`src/sv/tpd_pkg.sv`:
```
package tpd_pkg;

  // Field widths.
  localparam int BYTE_W     = 8;
  localparam int COORD_W    = 12;
  localparam int PRESS_W    = 8;
  localparam int TWIDTH_W   = 4;
  localparam int FINGER_W   = 2;
  localparam int PKT_LEN    = 6;
  localparam int POS_W      = 3;
  localparam int CFG_IDX_W  = 1;
  localparam int CFG_DATA_W = 12;

  // Configuration register indexes.
  localparam logic [CFG_IDX_W-1:0] REG_ENABLE  = 1'd0;
  localparam logic [CFG_IDX_W-1:0] REG_Y_LIMIT = 1'd1;

  // Reset value of the Y limit.
  localparam logic [COORD_W-1:0] Y_LIMIT_RESET = 12'hfff;

  // Positions of the first and last bytes of a packet.
  localparam logic [POS_W-1:0] POS_FIRST = 3'd0;
  localparam logic [POS_W-1:0] POS_LAST  = 3'(PKT_LEN - 1);

  // Finger counts: none, and two, which marks the two-finger head/tail pairing.
  localparam logic [FINGER_W-1:0] FINGERS_NONE = 2'd0;
  localparam logic [FINGER_W-1:0] FINGERS_TWO  = 2'd2;

  typedef logic [BYTE_W-1:0] byte_t;
  typedef byte_t [PKT_LEN-1:0] packet_t;

  // Debounce packet C4 FF FF 02 FF FF, byte 0 in the low slot.
  localparam packet_t DEBOUNCE_SIG = {8'hff, 8'hff, 8'h02, 8'hff, 8'hff, 8'hc4};

  // Packet type signatures on bytes 0 and 3.
  localparam byte_t B0_SIG_MASK   = 8'h0c;
  localparam byte_t B0_HEAD_SIG   = 8'h04;
  localparam byte_t B0_TAIL_SIG   = 8'h0c;
  localparam byte_t B3_HEAD_MASK  = 8'hcf;
  localparam byte_t B3_HEAD_SIG   = 8'h02;
  localparam byte_t B3_TAIL_MASK  = 8'hce;
  localparam byte_t B3_TAIL_SIG   = 8'h0c;

  typedef struct packed {
    logic [FINGER_W-1:0] finger_count;
    logic [COORD_W-1:0]  first_x;
    logic [COORD_W-1:0]  first_y;
    logic [COORD_W-1:0]  second_x;
    logic [COORD_W-1:0]  second_y;
    logic [PRESS_W-1:0]  pressure;
    logic [TWIDTH_W-1:0] tool_width;
    logic                button_left;
    logic                button_right;
  } result_t;

  // Decoder control toward the top level.
  typedef struct packed {
    logic               emit;
    logic               store_head;
    logic [COORD_W-1:0] head_x;
    logic [COORD_W-1:0] head_y;
  } dec_ctl_t;

  // Mirror a raw Y against the limit, saturating at zero.
  function automatic logic [COORD_W-1:0] mirror_y(input logic [COORD_W-1:0] raw,
                                                  input logic [COORD_W-1:0] limit);
    logic [COORD_W-1:0] res;
    if (raw > limit) begin
      res = '0;
    end else begin
      res = limit - raw;
    end
    return res;
  endfunction

endpackage

```
`src/sv/tpd_byte_if.sv`:
```
interface tpd_byte_if import tpd_pkg::*; ();
  logic              valid;
  logic              ready;
  logic [BYTE_W-1:0] stream_byte;
  logic              resync;

  modport source (output valid, output stream_byte, output resync, input ready);
  modport sink (input valid, input stream_byte, input resync, output ready);
endinterface

```
`src/sv/tpd_result_if.sv`:
```
interface tpd_result_if import tpd_pkg::*; ();
  logic                valid;
  logic                ready;
  logic [FINGER_W-1:0] finger_count;
  logic [COORD_W-1:0]  first_x;
  logic [COORD_W-1:0]  first_y;
  logic [COORD_W-1:0]  second_x;
  logic [COORD_W-1:0]  second_y;
  logic [PRESS_W-1:0]  pressure;
  logic [TWIDTH_W-1:0] tool_width;
  logic                button_left;
  logic                button_right;

  modport source (output valid, output finger_count, output first_x, output first_y,
                  output second_x, output second_y, output pressure, output tool_width,
                  output button_left, output button_right, input ready);
  modport sink (input valid, input finger_count, input first_x, input first_y,
                input second_x, input second_y, input pressure, input tool_width,
                input button_left, input button_right, output ready);
endinterface

```
`src/sv/touchpad_v3_packet_decoder.sv`:
```
// Touchpad packet decoder for six-byte absolute packets with two-finger support.
// Stream bytes enter on byte_in, one per beat, with resync restarting packet
// assembly at the byte that carries it. Decoded reports leave on result_out.
// The configuration port writes enable (index 0) and y_limit (index 1); write
// it only while no packet is in flight.
// Throughput is one byte per cycle while byte_in.ready stays high, which it
// does as long as the packet buffer can drain. The report for a packet is
// loaded into the packet register on the beat that carries its sixth byte,
// then into the result register, which drives it onto result_out.
// Debounce, unknown and two-finger head packets give no report; a
// two-finger head stores the first finger for the tail that follows.
// When the receiver stalls, the result register holds its report and the
// packet register holds one more complete packet; byte_in.ready then stays low
// until the packet register can pass its packet on to the result register,
// whichever byte of the next packet is being offered.
// Reset clears the byte position, the held first finger, enable (decoding
// off) and sets y_limit to 4095; no report is pending after reset.
module touchpad_v3_packet_decoder import tpd_pkg::*; (
  input  logic                  clk,
  input  logic                  rst,
  input  logic                  cfg_we,
  input  logic [CFG_IDX_W-1:0]  cfg_index,
  input  logic [CFG_DATA_W-1:0] cfg_data,
  tpd_byte_if.sink              byte_in,
  tpd_result_if.source          result_out
);

  logic               enable;
  logic [COORD_W-1:0] y_limit;
  logic [POS_W-1:0]   pos;
  logic [POS_W-1:0]   pos_eff;
  byte_t              hold_bytes [PKT_LEN-1];
  packet_t            pkt;
  logic               pkt_valid;
  logic               out_valid;
  result_t            out_res;
  logic [COORD_W-1:0] held_x;
  logic [COORD_W-1:0] held_y;
  logic               byte_acc;
  logic               complete;
  logic               adv;
  dec_ctl_t           ctl;
  result_t            res;

  // Configuration registers.
  always_ff @(posedge clk) begin
    if (rst) begin
      enable  <= 1'b0;
      y_limit <= Y_LIMIT_RESET;
    end else if (cfg_we) begin
      unique case (cfg_index)
        REG_ENABLE:  enable  <= cfg_data[0];
        REG_Y_LIMIT: y_limit <= cfg_data[COORD_W-1:0];
        default:     ;
      endcase
    end
  end

  // Handshake and pipeline advance.
  assign adv            = pkt_valid && (!out_valid || result_out.ready);
  assign byte_in.ready  = !pkt_valid || adv;
  assign byte_acc       = byte_in.valid && byte_in.ready;
  assign pos_eff        = byte_in.resync ? POS_FIRST : pos;
  assign complete       = byte_acc && (pos_eff == POS_LAST);

  // Byte position counter.
  always_ff @(posedge clk) begin
    if (rst) begin
      pos <= POS_FIRST;
    end else if (byte_acc) begin
      pos <= complete ? POS_FIRST : pos_eff + 3'd1;
    end
  end

  // Partial packet storage for the first five bytes.
  always_ff @(posedge clk) begin
    if (byte_acc && !complete) begin
      hold_bytes[pos_eff] <= byte_in.stream_byte;
    end
  end

  // Packet register, loaded on the sixth byte.
  always_ff @(posedge clk) begin
    if (rst) begin
      pkt_valid <= 1'b0;
    end else if (complete) begin
      pkt_valid <= 1'b1;
    end else if (adv) begin
      pkt_valid <= 1'b0;
    end
  end

  always_ff @(posedge clk) begin
    if (complete) begin
      pkt <= {byte_in.stream_byte, hold_bytes[4], hold_bytes[3], hold_bytes[2],
              hold_bytes[1], hold_bytes[0]};
    end
  end

  tpd_decode u_decode (
    .pkt     (pkt),
    .y_limit (y_limit),
    .held_x  (held_x),
    .held_y  (held_y),
    .ctl     (ctl),
    .res     (res)
  );

  // Held first finger from a two-finger head packet.
  always_ff @(posedge clk) begin
    if (rst) begin
      held_x <= '0;
      held_y <= '0;
    end else if (adv && enable && ctl.store_head) begin
      held_x <= ctl.head_x;
      held_y <= ctl.head_y;
    end
  end

  // Result register.
  always_ff @(posedge clk) begin
    if (rst) begin
      out_valid <= 1'b0;
    end else if (adv && enable && ctl.emit) begin
      out_valid <= 1'b1;
    end else if (result_out.ready) begin
      out_valid <= 1'b0;
    end
  end

  always_ff @(posedge clk) begin
    if (adv && enable && ctl.emit) begin
      out_res <= res;
    end
  end

  assign result_out.valid        = out_valid;
  assign result_out.finger_count = out_res.finger_count;
  assign result_out.first_x      = out_res.first_x;
  assign result_out.first_y      = out_res.first_y;
  assign result_out.second_x     = out_res.second_x;
  assign result_out.second_y     = out_res.second_y;
  assign result_out.pressure     = out_res.pressure;
  assign result_out.tool_width   = out_res.tool_width;
  assign result_out.button_left  = out_res.button_left;
  assign result_out.button_right = out_res.button_right;

  // The byte position never leaves the packet.
  a_pos_range: assert property (@(posedge clk) disable iff (rst) pos <= POS_LAST)
    else $error("byte position out of range");

  // A completed packet is always captured for decoding.
  a_pkt_capture: assert property (@(posedge clk) disable iff (rst)
    complete |=> pkt_valid)
    else $error("completed packet not captured");

  // A new report only comes from a buffered packet.
  a_out_source: assert property (@(posedge clk) disable iff (rst)
    $rose(out_valid) |-> $past(pkt_valid) && $past(enable))
    else $error("report without a buffered packet");

  // The held finger changes only on an enabled two-finger head.
  a_held_update: assert property (@(posedge clk) disable iff (rst)
    $past(!rst) && (!$stable(held_x) || !$stable(held_y)) |->
      $past(adv && enable && ctl.store_head))
    else $error("held finger changed without a head packet");

endmodule

```
`src/sv/tpd_decode.sv`:
```
module tpd_decode import tpd_pkg::*; (
  input  packet_t            pkt,
  input  logic [COORD_W-1:0] y_limit,
  input  logic [COORD_W-1:0] held_x,
  input  logic [COORD_W-1:0] held_y,
  output dec_ctl_t           ctl,
  output result_t            res
);

  logic                is_debounce;
  logic                is_head;
  logic                is_tail;
  logic                known;
  logic [FINGER_W-1:0] fingers;
  logic [COORD_W-1:0]  pkt_x;
  logic [COORD_W-1:0]  pkt_y;

  // Classify the packet.
  assign is_debounce = (pkt == DEBOUNCE_SIG);
  assign is_head = ((pkt[0] & B0_SIG_MASK) == B0_HEAD_SIG) &&
                   ((pkt[3] & B3_HEAD_MASK) == B3_HEAD_SIG);
  assign is_tail = ((pkt[0] & B0_SIG_MASK) == B0_TAIL_SIG) &&
                   ((pkt[3] & B3_TAIL_MASK) == B3_TAIL_SIG);
  assign known   = !is_debounce && (is_head || is_tail);
  assign fingers = pkt[0][7:6];

  // Position carried in the packet, Y mirrored.
  assign pkt_x = {pkt[1][3:0], pkt[2]};
  assign pkt_y = mirror_y({pkt[4][3:0], pkt[5]}, y_limit);

  // A two-finger head only updates the held first finger.
  always_comb begin
    ctl.store_head = known && is_head && (fingers == FINGERS_TWO);
    ctl.emit       = known && !ctl.store_head;
    ctl.head_x     = pkt_x;
    ctl.head_y     = pkt_y;
  end

  // Assemble the result fields.
  always_comb begin
    res.finger_count = fingers;
    res.first_x      = '0;
    res.first_y      = '0;
    res.second_x     = '0;
    res.second_y     = '0;
    if (fingers == FINGERS_TWO) begin
      res.first_x  = held_x;
      res.first_y  = held_y;
      res.second_x = pkt_x;
      res.second_y = pkt_y;
    end else if (fingers != FINGERS_NONE) begin
      res.first_x = pkt_x;
      res.first_y = pkt_y;
    end
    res.pressure     = {pkt[1][7:4], pkt[4][7:4]};
    res.tool_width   = {pkt[0][5:4], pkt[3][5:4]};
    res.button_left  = pkt[0][0];
    res.button_right = pkt[0][1];
  end

endmodule
```
`src/flat_wrapper.sv`:
```
// flat-port wrapper written by rule: the top's interface ports become plain ports
module touchpad_v3_packet_decoder_flat import tpd_pkg::*;
  (clk, rst, cfg_we, cfg_index, cfg_data, byte_in_valid, byte_in_stream_byte, byte_in_resync, byte_in_ready, result_out_valid, result_out_finger_count, result_out_first_x, result_out_first_y, result_out_second_x, result_out_second_y, result_out_pressure, result_out_tool_width, result_out_button_left, result_out_button_right, result_out_ready);
  tpd_byte_if byte_in_i ();
  tpd_result_if result_out_i ();
  input  logic clk;
  input  logic rst;
  input  logic cfg_we;
  input  logic [CFG_IDX_W-1:0] cfg_index;
  input  logic [CFG_DATA_W-1:0] cfg_data;
  input wire logic [$bits(byte_in_i.valid)-1:0] byte_in_valid;
  input wire logic [$bits(byte_in_i.stream_byte)-1:0] byte_in_stream_byte;
  input wire logic [$bits(byte_in_i.resync)-1:0] byte_in_resync;
  output wire logic [$bits(byte_in_i.ready)-1:0] byte_in_ready;
  output wire logic [$bits(result_out_i.valid)-1:0] result_out_valid;
  output wire logic [$bits(result_out_i.finger_count)-1:0] result_out_finger_count;
  output wire logic [$bits(result_out_i.first_x)-1:0] result_out_first_x;
  output wire logic [$bits(result_out_i.first_y)-1:0] result_out_first_y;
  output wire logic [$bits(result_out_i.second_x)-1:0] result_out_second_x;
  output wire logic [$bits(result_out_i.second_y)-1:0] result_out_second_y;
  output wire logic [$bits(result_out_i.pressure)-1:0] result_out_pressure;
  output wire logic [$bits(result_out_i.tool_width)-1:0] result_out_tool_width;
  output wire logic [$bits(result_out_i.button_left)-1:0] result_out_button_left;
  output wire logic [$bits(result_out_i.button_right)-1:0] result_out_button_right;
  input wire logic [$bits(result_out_i.ready)-1:0] result_out_ready;
  assign byte_in_i.valid = byte_in_valid;
  assign byte_in_i.stream_byte = byte_in_stream_byte;
  assign byte_in_i.resync = byte_in_resync;
  assign byte_in_ready = byte_in_i.ready;
  assign result_out_valid = result_out_i.valid;
  assign result_out_finger_count = result_out_i.finger_count;
  assign result_out_first_x = result_out_i.first_x;
  assign result_out_first_y = result_out_i.first_y;
  assign result_out_second_x = result_out_i.second_x;
  assign result_out_second_y = result_out_i.second_y;
  assign result_out_pressure = result_out_i.pressure;
  assign result_out_tool_width = result_out_i.tool_width;
  assign result_out_button_left = result_out_i.button_left;
  assign result_out_button_right = result_out_i.button_right;
  assign result_out_i.ready = result_out_ready;
  touchpad_v3_packet_decoder u_core (.clk(clk), .rst(rst), .cfg_we(cfg_we), .cfg_index(cfg_index), .cfg_data(cfg_data), .byte_in(byte_in_i), .result_out(result_out_i));
endmodule
```
`config.mk`:
```
export PLATFORM = sky130hd
export DESIGN_NAME = touchpad_v3_packet_decoder_flat
export DESIGN_NICKNAME = d
export VERILOG_FILES = /design/src/sv/tpd_pkg.sv /design/src/sv/tpd_byte_if.sv /design/src/sv/tpd_result_if.sv /design/src/sv/touchpad_v3_packet_decoder.sv /design/src/sv/tpd_decode.sv /design/src/flat_wrapper.sv
export SDC_FILE = /design/constraint.sdc
export NUM_CORES = 1
export LEC_CHECK = 0
export BUFFER_PORTS_ARGS = -buffer_cell sky130_fd_sc_hd__buf_4
export CORE_ASPECT_RATIO = 1.2
export CORE_UTILIZATION = 30
export DETAILED_ROUTE_END_ITERATION = 6
export SYNTH_ARGS = -nofsm -noshare
export SYNTH_HDL_FRONTEND = slang
export SYNTH_SLANG_ARGS = --single-unit
```
`constraint.sdc`:
```
create_clock -name clk -period 6.1 [get_ports clk]
set_input_delay 0.305 -clock clk [delete_from_list [all_inputs] [get_ports clk]]
set_output_delay 0.305 -clock clk [all_outputs]
set_load 0.005 [all_outputs]
```
Word level (Yosys, flattened, before mapping)
Memories as Yosys holds them, arrays and structs flattened. A register that Yosys moved wholly into a read port is not among the register bits.
Index checks and enable logic that the tools add are counted.
W data, S select, Z words.
{"block": "op_classes", "n_addsub": 2, "n_lt_le_gt_ge": 1, "eq_ne": 7, "mux": 11, "bitwise_logic": 1, "n_reduce_logical": 26}
{"operator": "$eq A48 B48 Y1 const B", "n": 1}
{"operator": "$mux W24", "n": 2}
{"operator": "$logic_and A1 B1 Y1", "n": 13}
{"operator": "$gt A12 B12 Y1", "n": 1}
{"operator": "$mux W12", "n": 1}
{"operator": "$sub A12 B12 Y12", "n": 1}
{"operator": "$eq A6 B2 Y1 const B", "n": 1}
{"operator": "$mux W1", "n": 6}
{"operator": "$mux W3", "n": 2}
{"operator": "$reduce_bool A2 Y1", "n": 3}
{"operator": "$eq A5 B3 Y1 const B", "n": 1}
{"operator": "$logic_not A1 Y1", "n": 5}
{"operator": "$eq A2 B2 Y1 const B", "n": 2}
{"operator": "$reduce_and A2 Y1", "n": 2}
{"operator": "$add A3 B1 Y3 const B", "n": 1}
{"operator": "$eq A3 B3 Y1 const B", "n": 1}
{"operator": "$logic_or A1 B1 Y1", "n": 3}
{"operator": "$eq A2 B1 Y1 const B", "n": 1}
{"operator": "$not A1 Y1", "n": 1}
{"block": "totals", "ff_bits": 114, "ram_bits": 40, "input_bits": 27, "out_inout_bits": 66, "elab_cells": 66, "n_memories": 1}
{"name": "u_core.hold_bytes", "depth": 5, "width": 8, "rd": 5, "rd_clocked_by_memory_dff": 5, "write_ports": 1, "line": "touchpad_v3_packet_decoder.sv:32", "rtl": "byte_t hold_bytes [PKT_LEN-1];"}

Longest topological paths before layout
{"block": "depth", "ltp_word": 10, "ltp_mapped": 9, "ltp_nobuf": 8}

Hierarchy
Synthesis repeated with hierarchy kept, for this count alone.
{"block": "hier_totals", "hier_cells": 598, "hier_area_um2": 8030.2}
{"module": "touchpad_v3_packet_decoder", "instances": 1, "cells_each": 371, "area_each_um2": 6540.0}
{"module": "tpd_decode", "instances": 1, "cells_each": 227, "area_each_um2": 1490.2}

Worst setup path before layout
OpenSTA, ideal clock, no wires.
{"block": "synth_timing", "kind": "flip-flop to flip-flop", "from": "reg u_core.pkt[7] in the netlist's numbering, read port of u_core.hold_bytes", "to": "reg u_core.out_res (netlist bit u_core.result_out.button_left) (enable)", "setup_time_ns": 0.524, "arrival_time_ns": 4.475, "required_ns": 5.576, "slack_ns": 1.101, "path_stages_with_launch": 7, "cell_sequence": "edfxtp_1 > clkbuf_1 > nor2b_1 > buf_2 > nor4b_1 > o21ai_0 > a41oi_1"}
{"block": "synth_between", "elab_chain_cells": 8, "word_cells_on_any_way": 9}
{"element": "start: declaration", "line": "touchpad_v3_packet_decoder.sv:33", "rtl": "packet_t pkt;"}
{"element": "$eq A48 B48 Y1", "line": "tpd_decode.sv:19", "rtl": "assign is_debounce = (pkt == DEBOUNCE_SIG);"}
{"element": "$logic_not A1 Y1", "line": "tpd_decode.sv:24", "rtl": "assign known = !is_debounce && (is_head || is_tail);"}
{"element": "$logic_and A1 B1 Y1", "line": "tpd_decode.sv:24"}
{"element": "$logic_and A1 B1 Y1 (2 in a row)", "line": "tpd_decode.sv:33", "rtl": "ctl.store_head = known && is_head && (fingers == FINGERS_TWO);"}
{"element": "$logic_not A1 Y1", "line": "tpd_decode.sv:34", "rtl": "ctl.emit = known && !ctl.store_head;"}
{"element": "$logic_and A1 B1 Y1 *", "line": "tpd_decode.sv:34"}
{"element": "$logic_and A1 B1 Y1 *", "line": "touchpad_v3_packet_decoder.sv:132", "rtl": "if (adv && enable && ctl.emit) begin"}
{"element": "end signal: assignment", "line": "touchpad_v3_packet_decoder.sv:133", "rtl": "out_res <= res;"}
{"element": "end: declaration", "line": "touchpad_v3_packet_decoder.sv:36", "rtl": "result_t out_res;"}
Mark *: on every way between the ends. The rest lies on a longest branch, timed or not.
A chain may end at the register's enable or synchronous reset.

Final worst setup path
{"block": "layout_timing", "from": "reg u_core.pkt[6] in the netlist's numbering, read port of u_core.hold_bytes", "to": "reg u_core.out_res (netlist bit u_core.result_out.first_y[8]) (enable)"}
The elaborated chain is that of the path after synthesis.

==> results by group <==
Synth
  • Synthesized instance count: around 550
  • Post-Syn Nets: 593
  • Syn Std Cell Area: around 7600 µm²
  • Count leader, synth: edfxtp_1
  • Top post-synthesis cells by count: edfxtp_1, nand2_1, dfxtp_1
  • Mux cell area share after synthesis: less than 1%
  • Post-synth top area cell: edfxtp_1
  • Synth area leaders: edfxtp_1, dfxtp_1, nand2_1
  • Xor/xnor cell area share of the yosys netlist: less than 1%
  • Asr flop ratio synth: 0%
  • Area share of and/or/nand/nor cells after synthesis: about 13%
  • Synth Area in Adders: about 2.6%
  • Synth Warn #: 0
  • Main combinational cell family by area after synthesis: simple AND/OR/NAND/NOR gates
  • Synth Register Bits: roughly 190
  • Area share of the largest cell type after synthesis: 59.9%
  • EDFF count, synth: about 150
  • Post-Syn Area per Cell: between 10 and 15 µm²
  • Commonest register cell after synthesis: edfxtp_1
  • Register area share after synthesis: between 70 and 80%
  • Yosys cell types: just under 60
  • Compound-cell area share of the yosys netlist: under 10%

Run status
  • Status: completed

Clock tree
  • H-Tree Level Count: 4
  • Clock buffers created by TritonCTS: 17
  • CTS tree: done
  • Post-CTS sizing: 0
  • Post-CTS setup buffers: 0
  • # clock sinks: 194
  • CTS root buf: clkbuf_16
  • Reg clk slew, reported paths: around 80 ps
  • Worst-skew pair later-pin latency: roughly 440 ps
  • # hold bufs at CTS: 0
  • Max clock buf depth: 2

Worst setup path
  • CP arrival: between 3000 and 4000 ps
  • Crit Path Class: reg2reg
  • Delay-heaviest family, CP: compound AO/OA/AOI/OAI gates
  • CP endpoint kind: flop
  • CP max stage delay: about 850 ps
  • Crit path cell chain: nor2b_1, nor4b_1, o21ai_0, a41oi_4, buf_4
  • Max stage delay cell, worst path: edfxtp_1
  • Worst Path Buf+Inv: 1
  • Critical path required time: slightly above 6000 ps
  • Reg2Reg Launch Point: u_core.pkt[6]
  • CP Launch Point: u_core.pkt[6]
  • Startpoint Class: flop
  • CP max FO: 42

Worst hold path
  • Hold Crit Class: in2reg
  • Worst hold start: byte_in_stream_byte[5]

Pwr
  • Leakage: 0.00328 µW
  • Register share of total power: a little over half
  • Power Density: approximately 290 nW/µm²
  • Max VDD drop: about 0.18 mV
  • Sw power: around 630 µW
  • Int Pwr: just over 2000 µW
  • Switching part of the total power: a little under a quarter
  • Combinational fraction of design power: about 4.1%
  • Clock share of power: about two fifths
  • Total power: about 2700 µW

Routing
  • DR pass1 iterations: 5
  • Avg WL per Cell: about 16 µm
  • Initial DRC count: between 300 and 400
  • Vias: around 4.6k
  • Antenna Nets Post-Route: 0
  • Vias per std cell: 4.70
  • # DRC: 0
  • DRT Wirelength: 15.9 mm

Timing
  • Worst Skew: between 10 and 15 ps
  • Setup TNS: 0 ps
  • Min Tclk post-route: 3230 ps
  • F_max: 310 MHz
  • Max_slew headroom: a little over a quarter
  • Final period utilization: 52.9%
  • Final setup fails: 0
  • RSZ-0062 raised after global routing: false
  • Worst Tran Pin Value: between 1000 and 1500 ps
  • Max Transition Viols Final: 0
  • Fin. Hold Viols: 0

Global route
  • GR Util All Layers: 12.6%
  • Largest net degree at the start of global routing: 49
  • Vias in the first global route: about 4.4k
  • First-pass GRT wire length: 24.5 mm
  • Final global-route overflow total: 0
  • Initial antenna violation count: 0

Die
  • Row cnt: between 60 and 70
  • Core footprint: approximately 25000 µm²
  • Die area: about 26000 µm²
  • Die Ht: approximately 180 µm
  • Initial core utilization: slightly above 30%
  • Die width: between 100 and 150 µm
  • # IOs: 93

Placed design
  • HPWL Detailed: between 10 and 15 mm
  • Number of port buffers: between 90 and 100
  • GP Congestion: 0.767

Layout
  • Net count reported at finish: ~690
  • FILL cells: roughly 2.4k
  • Layout cell share with drive strength beyond 1: 22.1%
  • Layout area overhead: 22.0%
  • ANT cells: 0
  • Finished Core Util: a little under two fifths

Job
  • Max-Cap Viols: 0
[worst reg2reg max path: stages (launching register included)]
cell and delay (ps):
edfxtp_1 850, nor2b_1 160, nor4b_1 280, o21ai_0 190
a41oi_4 780, buf_4 580
[placed cells by master (no fill, tap or decap), drive strengths merged, types with 7 or more instances in the layout]
master	n
a211o	12
a21oi	27
and2	13
and3	17
buf	99
clkbuf	17
clkinv	11
dfxtp	42
edfxtp	152
ha	14
inv	23
nand2	59
nand2b	8
nand3	14
nand3b	12
nor2	15
nor2b	7
nor3	14
nor4	7
o21ai	19
o31ai	18
[cell type report]
type	count	area, µm²	share of cell area (%)
clock buffer	17	425	4.57
clock inverter	15	189	2.03
inverter	19	71.3	0.767
multi-input combinational	313	2060	22.1
sequential	194	5410	58.1
tap	325	407	4.37
timing repair buffer	99	743	7.99
[through the flow]
step	hold slack (ps)	std cells	worst slack (ps)	area, µm²
finish	112	982	2870	9300
global route	99.3	982	2530	9300
global placement	400	950	2810	8690
floorplan	400	551	1100	7630
CTS	102	982	2750	9300
detailed placement	405	950	2760	8690
[power groups by stage]
stage	Sequential [µW]	Combinational [µW]	Clock [µW]
2_1_floorplan	1460	70.8	0
3_3_place_gp	1460	107	0
3_5_place_dp	1460	109	0
4_1_cts	1430	110	1130
5_1_grt	1430	120	1180
6_report	1430	109	1110
[logic make-up after synthesis]
| logic type | count (synthesis) |
|---|---|
| multiplexers | 3 |
| XOR/XNOR | 5 |
| flip-flops | 194 |
| AO/OA/AOI/OAI | 99 |
| buffers and inverters | 44 |
| AND/OR/NAND/NOR | 191 |
| adder cells (fa/ha/maj) | 15 |
[state kept, by name, indices dropped and copies added (netlist names)]
| register | count |
|---|---|
| u_core.pkt | 48 |
| u_core.hold_bytes | 40 |
| u_core.held_x | 12 |
| u_core.held_y | 12 |
| u_core.result_out.first_x | 12 |
| u_core.result_out.first_y | 12 |
| u_core.result_out.second_x | 12 |
| u_core.result_out.second_y | 12 |
| u_core.y_limit | 12 |
| u_core.result_out.pressure | 8 |
| u_core.result_out.tool_width | 4 |
| u_core.pos | 3 |
| u_core.result_out.finger_count | 2 |
| u_core.enable | 1 |
| u_core.pkt_valid | 1 |
| u_core.result_out.button_left | 1 |
| u_core.result_out.button_right | 1 |
| u_core.result_out.valid | 1 |
[per-layer routing]
layer	vias to the layer above	wire, µm	track usage, %
met5	-	0	0
met4	0	223	4.90
met3	15	828	3.04
met2	104	8060	21.8
met1	2236	6760	15.0
li1	2263	-	-
[path summary, 6_finish.rpt]
kind	end	slack, ps	cells past startpoint
setup / recovery	u_core.result_out.first_y[8]	2870	5
hold / removal	u_core.hold_bytes[4][5]	110	1
setup reg to reg	u_core.result_out.first_y[8]	2870	5
hold reg to reg	u_core.pkt[14]	420	0
(Power assumes the default switching activity.)
